<file path="config.mk">
export PLATFORM = sky130hd
export DESIGN_NAME = line_scan_color_edge_detector_unit
export DESIGN_NICKNAME = d
export VERILOG_FILES = /design/src/rtl/core/lsced_pkg.sv /design/src/rtl/core/lsced_scan.sv /design/src/rtl/core/line_scan_color_edge_detector_unit.sv
export SDC_FILE = /design/constraint.sdc
export NUM_CORES = 1
export LEC_CHECK = 0
export CAP_MARGIN = 40
export CORE_MARGIN = 3
export CORE_UTILIZATION = 57
export DETAILED_ROUTE_END_ITERATION = 8
export DONT_BUFFER_PORTS = 1
export PLACE_DENSITY = 0.77
export SETUP_SLACK_MARGIN = 0.02
export SYNTH_ARGS = -nofsm -noshare
export SYNTH_HDL_FRONTEND = slang
export SYNTH_SLANG_ARGS = --single-unit
</file>
<file path="constraint.sdc">
create_clock -name clk -period 36.2 [get_ports clk]
set_input_delay 3.62 -clock clk [delete_from_list [all_inputs] [get_ports clk]]
set_output_delay 3.62 -clock clk [all_outputs]
set_load 0.01 [all_outputs]
</file>
<file path="src/rtl/core/lsced_pkg.sv">
// Shared constants and codes for the line scan colour edge detector.
`default_nettype none

package lsced_pkg;

  // Default coordinate width (columns and rows).
  localparam int COORD_WIDTH_DEFAULT = 12;

  // Fixed field widths.
  localparam int HEIGHT_WIDTH    = 13;
  localparam int THRESH_WIDTH    = 18;
  localparam int CFG_DATA_WIDTH  = 18;
  localparam int CFG_INDEX_WIDTH = 1;
  localparam int RGB_WIDTH       = 8;
  localparam int GAP_WIDTH       = 8;

  // Register reset values.
  localparam logic [HEIGHT_WIDTH-1:0] HEIGHT_RESET = 13'd480;
  localparam logic [THRESH_WIDTH-1:0] THRESH_RESET = 18'd10000;
  localparam logic [GAP_WIDTH-1:0]    GAP_RESET    = 8'd1;

  // Configuration register indexes.
  typedef enum logic [CFG_INDEX_WIDTH-1:0] {
    REG_IMAGE_HEIGHT       = 1'b0,
    REG_DISTANCE_THRESHOLD = 1'b1
  } cfg_reg_t;

  // Request kinds.
  typedef enum logic {
    KIND_START = 1'b0,
    KIND_PIXEL = 1'b1
  } item_kind_t;

endpackage

`default_nettype wire

</file>
<file path="src/rtl/core/lsced_scan.sv">
// Line walk state, colour distance test and feature point arithmetic.
`default_nettype none

module lsced_scan
  import lsced_pkg::*;
#(
  parameter int COORD_WIDTH = COORD_WIDTH_DEFAULT
) (
  input  wire logic                       clk,
  input  wire logic                       rst,
  input  wire logic                       cfg_write,
  input  wire logic [CFG_INDEX_WIDTH-1:0] cfg_index,
  input  wire logic [CFG_DATA_WIDTH-1:0]  cfg_data,
  input  wire logic                       step,
  input  wire logic                       kind,
  input  wire logic [COORD_WIDTH-1:0]     start_x,
  input  wire logic [COORD_WIDTH-1:0]     start_y,
  input  wire logic [COORD_WIDTH-1:0]     end_x,
  input  wire logic [COORD_WIDTH-1:0]     end_y,
  input  wire logic [GAP_WIDTH-1:0]       gap_after_feature,
  input  wire logic [RGB_WIDTH-1:0]       red,
  input  wire logic [RGB_WIDTH-1:0]       green,
  input  wire logic [RGB_WIDTH-1:0]       blue,
  output logic [COORD_WIDTH-1:0]          next_x,
  output logic [COORD_WIDTH-1:0]          next_y,
  output logic                            line_done,
  output logic                            feature_found,
  output logic [COORD_WIDTH:0]            feature_x_half,
  output logic [COORD_WIDTH:0]            feature_y_half
);

  localparam int CW   = COORD_WIDTH;
  localparam int EW   = CW + 2;
  localparam int YW   = ((HEIGHT_WIDTH + 1 > CW + 1) ? HEIGHT_WIDTH + 1 : CW + 1) + 1;
  localparam int YWM1 = YW - 1;
  localparam int HW   = CW + 1;
  localparam logic [HW-1:0]   HalfMax     = {HW{1'b1}};
  localparam logic [YWM1-1:0] HalfMaxWide = YWM1'(HalfMax);

  // Configuration registers
  logic [HEIGHT_WIDTH-1:0] image_height;
  logic [THRESH_WIDTH-1:0] distance_threshold;

  // Walk state
  logic                   active,          active_next;
  logic                   steep_flag,      steep_flag_next;
  logic [CW-1:0]          walk_major,      walk_major_next;
  logic [CW-1:0]          walk_major_end,  walk_major_end_next;
  logic [CW-1:0]          walk_minor,      walk_minor_next;
  logic                   minor_step_down, minor_step_down_next;
  logic signed [EW-1:0]   error_term,      error_term_next;
  logic [CW-1:0]          major_delta,     major_delta_next;
  logic [CW-1:0]          minor_delta,     minor_delta_next;
  logic [GAP_WIDTH-1:0]   skip_count,      skip_count_next;
  logic [GAP_WIDTH-1:0]   gap_value,       gap_value_next;
  logic                   have_previous,   have_previous_next;
  logic [3*RGB_WIDTH-1:0] previous_rgb,    previous_rgb_next;
  logic [CW-1:0]          previous_x,      previous_x_next;
  logic [CW-1:0]          previous_y,      previous_y_next;

  // Configuration writes
  always_ff @(posedge clk) begin
    if (rst) begin
      image_height       <= HEIGHT_RESET;
      distance_threshold <= THRESH_RESET;
    end else if (cfg_write) begin
      unique case (cfg_reg_t'(cfg_index))
        REG_IMAGE_HEIGHT:       image_height       <= cfg_data[HEIGHT_WIDTH-1:0];
        REG_DISTANCE_THRESHOLD: distance_threshold <= cfg_data[THRESH_WIDTH-1:0];
        default: ;
      endcase
    end
  end

  // Current pixel address
  logic [CW-1:0] cur_x, cur_y;
  assign cur_x = steep_flag ? walk_minor : walk_major;
  assign cur_y = steep_flag ? walk_major : walk_minor;

  // Line set-up: steepness, endpoint ordering, deltas
  logic [CW-1:0] span_x, span_y;
  logic          start_steep;
  logic [CW-1:0] p_a0, p_b0, p_a1, p_b1;
  logic [CW-1:0] o_a0, o_b0, o_a1, o_b1;

  always_comb begin
    span_x      = (end_x > start_x) ? end_x - start_x : start_x - end_x;
    span_y      = (end_y > start_y) ? end_y - start_y : start_y - end_y;
    start_steep = span_y > span_x;
    p_a0 = start_steep ? start_y : start_x;
    p_b0 = start_steep ? start_x : start_y;
    p_a1 = start_steep ? end_y   : end_x;
    p_b1 = start_steep ? end_x   : end_y;
    if (p_a0 > p_a1) begin
      o_a0 = p_a1; o_b0 = p_b1; o_a1 = p_a0; o_b1 = p_b0;
    end else begin
      o_a0 = p_a0; o_b0 = p_b0; o_a1 = p_a1; o_b1 = p_b1;
    end
  end

  // Squared RGB distance to the previous pixel
  logic [RGB_WIDTH-1:0]   d_r, d_g, d_b;
  logic [2*RGB_WIDTH-1:0] sq_r, sq_g, sq_b;
  logic [THRESH_WIDTH-1:0] colour_dist;

  always_comb begin
    d_r = (red   > previous_rgb[3*RGB_WIDTH-1:2*RGB_WIDTH])
        ? red - previous_rgb[3*RGB_WIDTH-1:2*RGB_WIDTH]
        : previous_rgb[3*RGB_WIDTH-1:2*RGB_WIDTH] - red;
    d_g = (green > previous_rgb[2*RGB_WIDTH-1:RGB_WIDTH])
        ? green - previous_rgb[2*RGB_WIDTH-1:RGB_WIDTH]
        : previous_rgb[2*RGB_WIDTH-1:RGB_WIDTH] - green;
    d_b = (blue  > previous_rgb[RGB_WIDTH-1:0])
        ? blue - previous_rgb[RGB_WIDTH-1:0]
        : previous_rgb[RGB_WIDTH-1:0] - blue;
    sq_r = d_r * d_r;
    sq_g = d_g * d_g;
    sq_b = d_b * d_b;
    colour_dist = THRESH_WIDTH'(sq_r) + THRESH_WIDTH'(sq_g) + THRESH_WIDTH'(sq_b);
  end

  // Feature point in half pixels, y flipped and clamped
  logic [YW-1:0] y_raw;
  logic [HW-1:0] y_half, x_half;
  logic          is_pixel, pixel_step, feature_hit;

  always_comb begin
    x_half = HW'(previous_x) + HW'(cur_x) + HW'(1);
    y_raw  = YW'({image_height, 1'b0}) - YW'(1) - YW'(previous_y) - YW'(cur_y);
    if (y_raw[YW-1]) begin
      y_half = '0;
    end else if (y_raw[YW-2:0] > HalfMaxWide) begin
      y_half = HalfMax;
    end else begin
      y_half = y_raw[HW-1:0];
    end
    is_pixel    = (item_kind_t'(kind) == KIND_PIXEL);
    pixel_step  = is_pixel && active;
    feature_hit = pixel_step && have_previous && (skip_count == '0)
                  && (colour_dist > distance_threshold);
  end

  // Next walk state
  logic signed [EW-1:0] err_sub;
  logic [GAP_WIDTH-1:0] skip_base;

  always_comb begin
    active_next          = active;
    steep_flag_next      = steep_flag;
    walk_major_next      = walk_major;
    walk_major_end_next  = walk_major_end;
    walk_minor_next      = walk_minor;
    minor_step_down_next = minor_step_down;
    error_term_next      = error_term;
    major_delta_next     = major_delta;
    minor_delta_next     = minor_delta;
    skip_count_next      = skip_count;
    gap_value_next       = gap_value;
    have_previous_next   = have_previous;
    previous_rgb_next    = previous_rgb;
    previous_x_next      = previous_x;
    previous_y_next      = previous_y;
    err_sub              = error_term - $signed(EW'(minor_delta));
    skip_base            = feature_hit ? gap_value : skip_count;

    if (!is_pixel) begin
      // new line, abandons any line in progress
      steep_flag_next      = start_steep;
      major_delta_next     = o_a1 - o_a0;
      minor_delta_next     = (o_b1 > o_b0) ? o_b1 - o_b0 : o_b0 - o_b1;
      error_term_next      = $signed(EW'((o_a1 - o_a0) >> 1));
      minor_step_down_next = !(o_b0 < o_b1);
      walk_major_next      = o_a0;
      walk_major_end_next  = o_a1;
      walk_minor_next      = o_b0;
      gap_value_next       = (gap_after_feature == '0) ? GAP_RESET : gap_after_feature;
      skip_count_next      = '0;
      have_previous_next   = 1'b0;
      active_next          = o_a0 < o_a1;
    end else if (active) begin
      skip_count_next = (skip_base != '0) ? skip_base - GAP_WIDTH'(1) : skip_base;
      if (err_sub < 0) begin
        walk_minor_next = minor_step_down ? walk_minor - CW'(1) : walk_minor + CW'(1);
        error_term_next = err_sub + $signed(EW'(major_delta));
      end else begin
        error_term_next = err_sub;
      end
      walk_major_next    = walk_major + CW'(1);
      have_previous_next = 1'b1;
      previous_rgb_next  = {red, green, blue};
      previous_x_next    = cur_x;
      previous_y_next    = cur_y;
      active_next        = (walk_major + CW'(1)) < walk_major_end;
    end
  end

  // Result: address after the step, feature if one was found
  always_comb begin
    line_done      = !active_next;
    next_x         = active_next ? (steep_flag_next ? walk_minor_next : walk_major_next) : '0;
    next_y         = active_next ? (steep_flag_next ? walk_major_next : walk_minor_next) : '0;
    feature_found  = feature_hit;
    feature_x_half = feature_hit ? x_half : '0;
    feature_y_half = feature_hit ? y_half : '0;
  end

  // State update on each request handed on
  always_ff @(posedge clk) begin
    if (rst) begin
      active          <= 1'b0;
      steep_flag      <= 1'b0;
      walk_major      <= '0;
      walk_major_end  <= '0;
      walk_minor      <= '0;
      minor_step_down <= 1'b0;
      error_term      <= '0;
      major_delta     <= '0;
      minor_delta     <= '0;
      skip_count      <= '0;
      gap_value       <= GAP_RESET;
      have_previous   <= 1'b0;
      previous_rgb    <= '0;
      previous_x      <= '0;
      previous_y      <= '0;
    end else if (step) begin
      active          <= active_next;
      steep_flag      <= steep_flag_next;
      walk_major      <= walk_major_next;
      walk_major_end  <= walk_major_end_next;
      walk_minor      <= walk_minor_next;
      minor_step_down <= minor_step_down_next;
      error_term      <= error_term_next;
      major_delta     <= major_delta_next;
      minor_delta     <= minor_delta_next;
      skip_count      <= skip_count_next;
      gap_value       <= gap_value_next;
      have_previous   <= have_previous_next;
      previous_rgb    <= previous_rgb_next;
      previous_x      <= previous_x_next;
      previous_y      <= previous_y_next;
    end
  end

endmodule

`default_nettype wire

</file>
<file path="src/rtl/core/line_scan_color_edge_detector_unit.sv">
// Line scan colour edge detector: request and result registers around the walk core.
//
// Usage: send a start request (kind 0) with the line endpoints and the gap; the
// result gives the first pixel address to fetch, or line_done for a line with no
// pixels. Then send one pixel request (kind 1) per returned address carrying its
// RGB value; each result flags a feature at the midpoint of the previous and the
// current pixel and gives the next address, until line_done. Pixel requests with
// no line active return line_done and change nothing.
// Both channels use valid/stall: a request is taken when valid is high and stall
// is low. A request passes through the request register, then the result
// register; one request per cycle is sustained while the receiver does not stall,
// as the walk step, the three 8x8 squares and the threshold compare all settle in
// the single stage between the two registers.
// When the receiver stalls, the result holds and the request register still
// accepts one more request; item_stall rises only when both are full.
// Reset (rst, synchronous) empties both registers, clears the walk and restores
// image_height 480 and distance_threshold 10000. Configuration writes are taken
// in the cycle of cfg_write and must only happen while the block is idle.
`default_nettype none

module line_scan_color_edge_detector_unit
  import lsced_pkg::*;
#(
  parameter int COORD_WIDTH = COORD_WIDTH_DEFAULT
) (
  input  wire logic                       clk,
  input  wire logic                       rst,
  input  wire logic                       cfg_write,
  input  wire logic [CFG_INDEX_WIDTH-1:0] cfg_index,
  input  wire logic [CFG_DATA_WIDTH-1:0]  cfg_data,
  input  wire logic                       item_valid,
  output logic                            item_stall,
  input  wire logic                       kind,
  input  wire logic [COORD_WIDTH-1:0]     start_x,
  input  wire logic [COORD_WIDTH-1:0]     start_y,
  input  wire logic [COORD_WIDTH-1:0]     end_x,
  input  wire logic [COORD_WIDTH-1:0]     end_y,
  input  wire logic [GAP_WIDTH-1:0]       gap_after_feature,
  input  wire logic [RGB_WIDTH-1:0]       red,
  input  wire logic [RGB_WIDTH-1:0]       green,
  input  wire logic [RGB_WIDTH-1:0]       blue,
  output logic                            result_valid,
  input  wire logic                       result_stall,
  output logic [COORD_WIDTH-1:0]          next_x,
  output logic [COORD_WIDTH-1:0]          next_y,
  output logic                            line_done,
  output logic                            feature_found,
  output logic [COORD_WIDTH:0]            feature_x_half,
  output logic [COORD_WIDTH:0]            feature_y_half
);

  localparam int CW = COORD_WIDTH;

  // Request register
  logic                 req_valid, req_valid_next;
  logic                 req_kind;
  logic [CW-1:0]        req_start_x, req_start_y, req_end_x, req_end_y;
  logic [GAP_WIDTH-1:0] req_gap;
  logic [RGB_WIDTH-1:0] req_red, req_green, req_blue;

  // Result register
  logic                 res_valid_next;
  logic                 advance, take;

  // Combinational result from the core
  logic [CW-1:0] c_next_x, c_next_y;
  logic          c_line_done, c_feature_found;
  logic [CW:0]   c_feature_x_half, c_feature_y_half;

  // Handshake
  assign advance    = !result_valid || !result_stall;
  assign item_stall = req_valid && !advance;
  assign take       = item_valid && !item_stall;

  always_comb begin
    req_valid_next = req_valid;
    if (take) begin
      req_valid_next = 1'b1;
    end else if (advance) begin
      req_valid_next = 1'b0;
    end
    res_valid_next = result_valid;
    if (req_valid && advance) begin
      res_valid_next = 1'b1;
    end else if (result_valid && !result_stall) begin
      res_valid_next = 1'b0;
    end
  end

  always_ff @(posedge clk) begin
    if (rst) begin
      req_valid    <= 1'b0;
      result_valid <= 1'b0;
    end else begin
      req_valid    <= req_valid_next;
      result_valid <= res_valid_next;
    end
  end

  // Request payload capture
  always_ff @(posedge clk) begin
    if (take) begin
      req_kind    <= kind;
      req_start_x <= start_x;
      req_start_y <= start_y;
      req_end_x   <= end_x;
      req_end_y   <= end_y;
      req_gap     <= gap_after_feature;
      req_red     <= red;
      req_green   <= green;
      req_blue    <= blue;
    end
  end

  // Walk and colour core
  lsced_scan #(
    .COORD_WIDTH(CW)
  ) u_scan (
    .clk               (clk),
    .rst               (rst),
    .cfg_write         (cfg_write),
    .cfg_index         (cfg_index),
    .cfg_data          (cfg_data),
    .step              (req_valid && advance),
    .kind              (req_kind),
    .start_x           (req_start_x),
    .start_y           (req_start_y),
    .end_x             (req_end_x),
    .end_y             (req_end_y),
    .gap_after_feature (req_gap),
    .red               (req_red),
    .green             (req_green),
    .blue              (req_blue),
    .next_x            (c_next_x),
    .next_y            (c_next_y),
    .line_done         (c_line_done),
    .feature_found     (c_feature_found),
    .feature_x_half    (c_feature_x_half),
    .feature_y_half    (c_feature_y_half)
  );

  // Result payload capture
  always_ff @(posedge clk) begin
    if (req_valid && advance) begin
      next_x         <= c_next_x;
      next_y         <= c_next_y;
      line_done      <= c_line_done;
      feature_found  <= c_feature_found;
      feature_x_half <= c_feature_x_half;
      feature_y_half <= c_feature_y_half;
    end
  end

  // Checks
  a_stall_only_when_full: assert property (@(posedge clk) disable iff (rst)
    item_stall |-> (req_valid && result_valid && result_stall))
    else $error("request side stalled with room in the pipeline");

  a_done_has_no_address: assert property (@(posedge clk) disable iff (rst)
    (result_valid && line_done) |-> (next_x == '0 && next_y == '0))
    else $error("finished line reports a fetch address");

  a_no_feature_is_zero: assert property (@(posedge clk) disable iff (rst)
    (result_valid && !feature_found) |->
      (feature_x_half == '0 && feature_y_half == '0))
    else $error("feature coordinates set without a feature");

  a_empty_after_reset: assert property (@(posedge clk)
    rst |=> (!result_valid && !req_valid))
    else $error("pipeline not empty after reset");

endmodule

`default_nettype wire

</file>
==> results.rst, run 1 <==
.. list-table::
   :header-rows: 1

   * - Metric
     - Value
   * - Post-CTS setup buffer count
     - 0
   * - Cts bufs inserted
     - 37
   * - Total vias in the final route
     - 24080
   * - Syn Std Cell Area
     - 0.02931 mm2
   * - Placement Cell Area
     - 0.02980 mm2
   * - Crit-path most repeated cell
     - sky130_fd_sc_hd__fa_1
   * - Synth Area in Adders
     - 23.78%
   * - Post-synth EDFFs
     - 133
   * - Post-synthesis mux area share
     - 4.517%
   * - Average instance area after synthesis
     - 8.381 um2
   * - Worst-case headroom to the max-slew limit
     - 32.20%
   * - Synth-to-Final Area Change
     - 5.973%
   * - Number of failing setup endpoints in the final timing report
     - 0
   * - Most common library cells after synthesis
     - sky130_fd_sc_hd__inv_1 (443), sky130_fd_sc_hd__nand2_1 (442), sky130_fd_sc_hd__ha_1 (325)
   * - Number of slew-limit violations in the final report
     - 0
   * - CP Class
     - reg -> reg
   * - Horizontal extent of the die
     - 232.8 um
   * - Post-synth top area share
     - 13.88%
   * - Final clock period utilization by the worst path
     - 40.95%
   * - Xor/xnor share of the synthesized area
     - 4.692%
   * - Number of top-level pins
     - 159
   * - Count of cells resized by post-cts repair
     - 0
   * - Sort of element at the end of the critical path
     - register
   * - Congestion Overflow GR
     - 0
   * - Critical-path maximum fanout
     - 17
   * - Total Nets Final
     - 3986
   * - Final HPWL from detailed placement
     - 56800 um
   * - Total Wirelength
     - 73570 um
   * - Clock Path Buffers
     - 3
   * - Iteration count of the initial detailed-routing pass
     - 6
   * - Unrepaired setup endpoints after global routing
     - false
   * - Yosys top cell by area
     - sky130_fd_sc_hd__ha_1
   * - Hold Fails Final Rpt
     - 0
   * - Chip Height
     - 232.8 um
   * - Max Fclk
     - 67.45 MHz
   * - Worst path max stage delay
     - 0.68 ns
   * - Dominant combinational cell family by area after synthesis
     - adder cells
   * - Fraction of final layout cells sized beyond drive strength 1
     - 5.407%
   * - Maximum level of the CTS H-tree
     - 2
   * - Largest net degree at the start of global routing
     - 166
   * - Fraction of the yosys area taken by sequential cells
     - 25.58%
   * - Data arrival time at the worst-slack endpoint
     - 15.31 ns
   * - Slowest cell on the critical path
     - sky130_fd_sc_hd__xor2_1
   * - Antenna viol nets, final
     - 0
   * - Clock Skews
     - 0.01947 ns
   * - Setup tns final
     - 0 ns
   * - Required time at the endpoint of the critical path
     - 36.69 ns
   * - Initial core utilization
     - 58.06%
   * - Share of async-settable or async-resettable flops after synthesis
     - 0%
   * - Register clock-pin slew on the reported worst setup and hold paths
     - 0.06 ns
   * - Number of sinks driven by the clock tree
     - 308
   * - Hold-fix buffers at CTS
     - 0
   * - Flip-flop and latch count after synthesis
     - 308
   * - Top-count cell post-synth
     - sky130_fd_sc_hd__inv_1
   * - Global-route wire length before repair
     - 116800 um
   * - Max-capacitance violation count
     - 0
   * - Worst setup SP type
     - register
   * - Initial antenna violation count
     - 1
   * - I/O Buffers
     - 0
   * - Number of nets produced by synthesis
     - 4072
   * - Non-Filler Cell Area, Final
     - 0.03106 mm2
   * - Post-Route Hold Slack
     - 0.4497 ns
   * - Synth warnings
     - 0
   * - GRT Resource Usage Total
     - 26.81%
   * - Share of the synthesized area in compound gates (AO/OA/AOI/OAI)
     - 18.31%
   * - Result of the run
     - finished clean
   * - Top area cells in the synthesized netlist
     - sky130_fd_sc_hd__ha_1 (14%), sky130_fd_sc_hd__edfxtp_1 (14%), sky130_fd_sc_hd__dfxtp_1 (12%), sky130_fd_sc_hd__fa_1 (9.9%), sky130_fd_sc_hd__inv_1 (5.7%)
   * - Time the worst path needs with I/O delays and setup
     - 14.82 ns
   * - CTS tree
     - built
   * - Synth Area in Simple Gates
     - 15.28%
   * - Most common flop cell mapped by yosys
     - sky130_fd_sc_hd__dfxtp_1
   * - Number of library cell types mapped by synthesis
     - 100
   * - Row count
     - 82
   * - CORE AREA
     - 0.05048 mm2
   * - Via count normalized by instance count
     - 5.855
   * - DIE AREA
     - 0.05417 mm2
   * - Initial DRC count
     - 2421
   * - Worst Hold Class
     - reg -> reg
   * - Slew at the pin with the worst max-slew slack
     - 1.006 ns
   * - Root Buffer Master
     - sky130_fd_sc_hd__clkbuf_16
   * - Clock latency on the worst-skew pair
     - 0.57 ns
   * - Via count of the first global-routing pass
     - 22080
   * - DRC errors left
     - 0
   * - Average detailed-routed wire length per instance
     - 17.89 um
   * - Gate count after technology mapping
     - 3497
   * - Last weighted congestion value of the routability-driven placer
     - 0.9622
cell type report:
class | instances | area (um2)
Clock inverter | 18 | 217.7
Multi-Input combinational cell | 2594 | 19560
Timing Repair Buffer | 27 | 240.2
Clock buffer | 50 | 1035
Tap cell | 672 | 840.8
Sequential cell | 308 | 7497
Antenna cell | 1 | 2.502
Inverter | 443 | 1663
Fill cell | 4462 | 19420
logic make-up (layout without fill, tap and decap cells):
logic type | Yosys count | after routing
AND/OR/NAND/NOR | 1005 | 1005
AO/OA/AOI/OAI | 836 | 836
buffers and inverters | 595 | 538
adder cells (fa/ha/maj) | 470 | 470
flip-flops | 308 | 308
XOR/XNOR | 157 | 157
multiplexers | 126 | 126
other | 0 | 1
layout by cell type (no fill, tap or decap), types with 56 or more instances in the layout:
cell type                    n
sky130_fd_sc_hd__inv_1     442
sky130_fd_sc_hd__nand2_1   440
sky130_fd_sc_hd__ha_1      325
sky130_fd_sc_hd__a21oi_1   318
sky130_fd_sc_hd__nor2_1    280
sky130_fd_sc_hd__dfxtp_1   175
sky130_fd_sc_hd__fa_1      145
sky130_fd_sc_hd__edfxtp_1  133
sky130_fd_sc_hd__o21ai_0   129
sky130_fd_sc_hd__xnor2_1   100
sky130_fd_sc_hd__mux2i_1    96
sky130_fd_sc_hd__xor2_1     57
sky130_fd_sc_hd__o211ai_1   56
path summary, 6_finish.rpt:
path	from	endpoint	slack [ns]	cells after the start
worst max-delay path	req_red[0]	u_scan.skip_count[6]	21.38	64
worst min-delay path	u_scan.previous_rgb[7]	u_scan.previous_rgb[7]	0.45	2
worst max register to register	req_red[0]	u_scan.skip_count[6]	21.38	64
worst min register to register	u_scan.previous_rgb[7]	u_scan.previous_rgb[7]	0.45	2
critical path: cells and delay by family, from the launching register on:
family	cells	cell delay [ns]
xor gates and xnor gates	3	1.00
AOI/OAI and AO/OA	19	3.51
adders and majority gates	16	6.75
DFF	1	0.41
muxes	2	0.36
buffers and inverters	12	1.19
and+or+nand+nor	12	1.50
per-stage QoR:
step / utilization (%) / setup slack, ns / std cells
finish: 61.53 / 21.38 / 4113
detailed placement: 59.04 / 21.46 / 4044
global placement: 58.88 / 21.70 / 4038
CTS: 61.52 / 21.38 / 4112
floorplan: - / 22.62 / 3497
global route: 61.52 / 20.23 / 4112
registers in the layout (all words and copies together) (netlist names), 13 cells and up:
register                   cells
feature_y_half                13
u_scan.previous_rgb           24
u_scan.distance_threshold     18
feature_x_half                13
u_scan.image_height           13
u_scan.error_term             14
per-layer routing:
metal / track usage, % / share of wire (%)
met1: 38.62 / 45
met3: 4.714 / 8.6
met2: 41.71 / 44
met5: 0 / 0
met4: 6.871 / 2.3
Power of run 1 is left out: the tool's default activity adds up to more than one toggle a clock period on the data nets, which glitch-free logic cannot reach.
==> run 2, diff against run 1 <==
- PLACE_DENSITY: 0.77 -> 0.8
- clock period: 36.2 -> 12 ns (I/O delays scaled with it)
==> run 2 against run 1 <==
The run now ends with negative setup slack left. Critical path depth is 1 lower. Cell count is 5.5% higher. Die area stayed put. Global-route usage is 2.2 points higher. Routed wire length is 11% higher. Non-clock buffer count is 224 higher. Cell area is 7.9% higher. Core utilization is 4.9 points higher. Worst hold slack worse by 0.0014 ns. Via count is 6.1% higher. First-iteration DRC count is 0.87% higher. Clock skew is 0.019 ns higher. Critical path type unchanged.
==> results.rst, run 2 (synthesis gave the netlist of run 1 again) <==
.. list-table::
   :header-rows: 1

   * - Metric
     - Value
   * - Result of the run
     - finished, violations left
   * - Failing checks
     - negative setup slack
   * - Leading cell type in the layout, fill and taps excluded
     - sky130_fd_sc_hd__nand2_1
   * - GRT Resource Usage Total
     - 29.02%
   * - Maximum level of the CTS H-tree
     - 2
   * - RR Startpoint
     - req_red[0]
   * - Largest registers
     - u_scan.previous_rgb: 24 flops, u_scan.distance_threshold: 18 flops, u_scan.error_term: 14 flops
   * - CTS tree
     - built
   * - Placement Cell Area
     - 0.03150 mm2
   * - Max Fclk
     - 76.94 MHz
   * - DIE AREA
     - 0.05417 mm2
   * - CP Class
     - reg -> reg
   * - Slowest cell on the critical path
     - sky130_fd_sc_hd__fa_1
   * - Buffers plus inverters on the worst setup path
     - 23
   * - End point of the critical path
     - u_scan.skip_count[2]
   * - Synth-to-Final Area Change
     - 14.37%
   * - Critical path depth in cells
     - 63
   * - Number of antenna cells inserted
     - 0
   * - Antenna viol nets, final
     - 0
   * - Reg-to-reg setup timing slack
     - -1.0 ns
   * - Worst Hold Class
     - reg -> reg
   * - Reg2Reg Capture Point
     - u_scan.skip_count[2]
   * - Clock Skews
     - 0.03840 ns
   * - Last weighted congestion value of the routability-driven placer
     - 0.9799
   * - Clock latency on the worst-skew pair
     - 0.60 ns
   * - Hold Fails Final Rpt
     - 0
   * - Total Nets Final
     - 4212
   * - Data arrival time at the worst-slack endpoint
     - 13.49 ns
   * - Initial DRC count
     - 2442
   * - Via count of the first global-routing pass
     - 24080
   * - Final worst-path setup slack
     - -0.9978 ns
   * - Number of slew-limit violations in the final report
     - 0
   * - Critical-path maximum fanout
     - 5
   * - Final clock period utilization by the worst path
     - 108.3%
   * - Hold Path Depth
     - 2
   * - Slew at the pin with the worst max-slew slack
     - 0.9778 ns
   * - Top reg by flops
     - u_scan.previous_rgb
   * - Post-place setup slack
     - -0.9925 ns
   * - Iteration count of the initial detailed-routing pass
     - 6
   * - Cts bufs inserted
     - 38
   * - Sort of element at the end of the critical path
     - register
   * - Clock Path Buffers
     - 3
   * - Number of failing setup endpoints in the final timing report
     - 23
   * - Average detailed-routed wire length per instance
     - 18.75 um
   * - Worst path max stage delay
     - 0.54 ns
   * - Largest net degree at the start of global routing
     - 166
   * - Number of sinks driven by the clock tree
     - 308
   * - Number of top-level pins
     - 159
   * - Initial core utilization
     - 58.06%
   * - Post-Route Hold Slack
     - 0.4482 ns
   * - I/O Buffers
     - 0
   * - Row count
     - 82
   * - Chip Height
     - 232.8 um
   * - Worst setup SP type
     - register
   * - Unrepaired setup endpoints after global routing
     - true
   * - Non-Filler Cell Area, Final
     - 0.03352 mm2
   * - Via count normalized by instance count
     - 5.892
   * - Initial antenna violation count
     - 0
   * - Congestion Overflow GR
     - 0
   * - Global-route wire length before repair
     - 126500 um
   * - Required time at the endpoint of the critical path
     - 12.49 ns
   * - Critical Path Source
     - req_red[0]
   * - Number of flip-flops in the largest register
     - 24
   * - Fraction of final layout cells sized beyond drive strength 1
     - 14.32%
   * - Total Wirelength
     - 81350 um
   * - Horizontal extent of the die
     - 232.8 um
   * - DRC errors left
     - 0
   * - Max-capacitance violation count
     - 0
   * - Register clock-pin slew on the reported worst setup and hold paths
     - 0.07 ns
   * - Total vias in the final route
     - 25560
   * - CORE AREA
     - 0.05048 mm2
   * - Root Buffer Master
     - sky130_fd_sc_hd__clkbuf_16
   * - Crit-path most repeated cell
     - sky130_fd_sc_hd__fa_1
   * - Worst reg2reg path depth
     - 63
   * - Commonest cells after routing, fill and taps aside
     - sky130_fd_sc_hd__nand2_1 (436), sky130_fd_sc_hd__inv_1 (430), sky130_fd_sc_hd__ha_1 (316)
   * - Cell family with the largest share of critical-path delay
     - adder cells
   * - Worst-case headroom to the max-slew limit
     - 34.35%
   * - Final HPWL from detailed placement
     - 60800 um
   * - Time the worst path needs with I/O delays and setup
     - 13.00 ns
==> run 2: tightest hold or removal path: cells and delay by family, from the launching register on <==
| kind | cells | cell delay (ns) |
|---|---|---|
| flip-flops | 1 | 0.30 |
| AND/OR/NAND/NOR | 1 | 0.05 |
| AO/OA/AOI/OAI | 1 | 0.05 |
==> run 2: what timing repair did <==
item,in CTS,in global routing
cloned,1,1
pin swaps,26,44
endpoints found under the hold margin,0,0
endpoints found under the setup margin,25,37
setup buffers,21,16
resized for setup,32,65
hold buffers,0,0
==> run 2: stage by stage <==
| step | std cells | TNS (ns) | util [%] |
|---|---|---|---|
| after floorplan | 3497 | -2.724 | - |
| after global placement | 4230 | -3.567 | 62.33 |
| after detailed placement | 4232 | -8.749 | 62.40 |
| after CTS | 4323 | -7.054 | 65.59 |
| after global routing | 4339 | -30.74 | 66.40 |
| final | 4339 | -11.69 | 66.40 |
==> run 2: how the worst min path moves through the flow <==
stage | from | endpoint
after floorplan | u_scan.minor_delta[7] | u_scan.minor_delta[7]
after global placement | u_scan.walk_major_end[3] | u_scan.walk_major_end[3]
after detailed placement | u_scan.previous_rgb[23] | u_scan.previous_rgb[23]
after CTS | u_scan.previous_rgb[23] | u_scan.previous_rgb[23]
after global routing | u_scan.previous_rgb[15] | u_scan.previous_rgb[15]
final | u_scan.previous_rgb[23] | u_scan.previous_rgb[23]
==> run 2: cell type report <==
cell class / count / area, um2
clock buffer: 50 / 1077
tap: 672 / 840.8
multi-input combinational: 2595 / 20230
inverter: 443 / 1668
timing repair buffer: 251 / 1967
clock inverter: 20 / 241.5
sequential: 308 / 7497
fill: 3981 / 16960
==> run 2: per-layer routing <==
layer	track usage, %	part of all wire, %
met5	0	0
met4	9.681	3.3
met3	5.619	8.7
met2	45.11	45
met1	40.62	43
Power of run 2 is left out for the same reason.
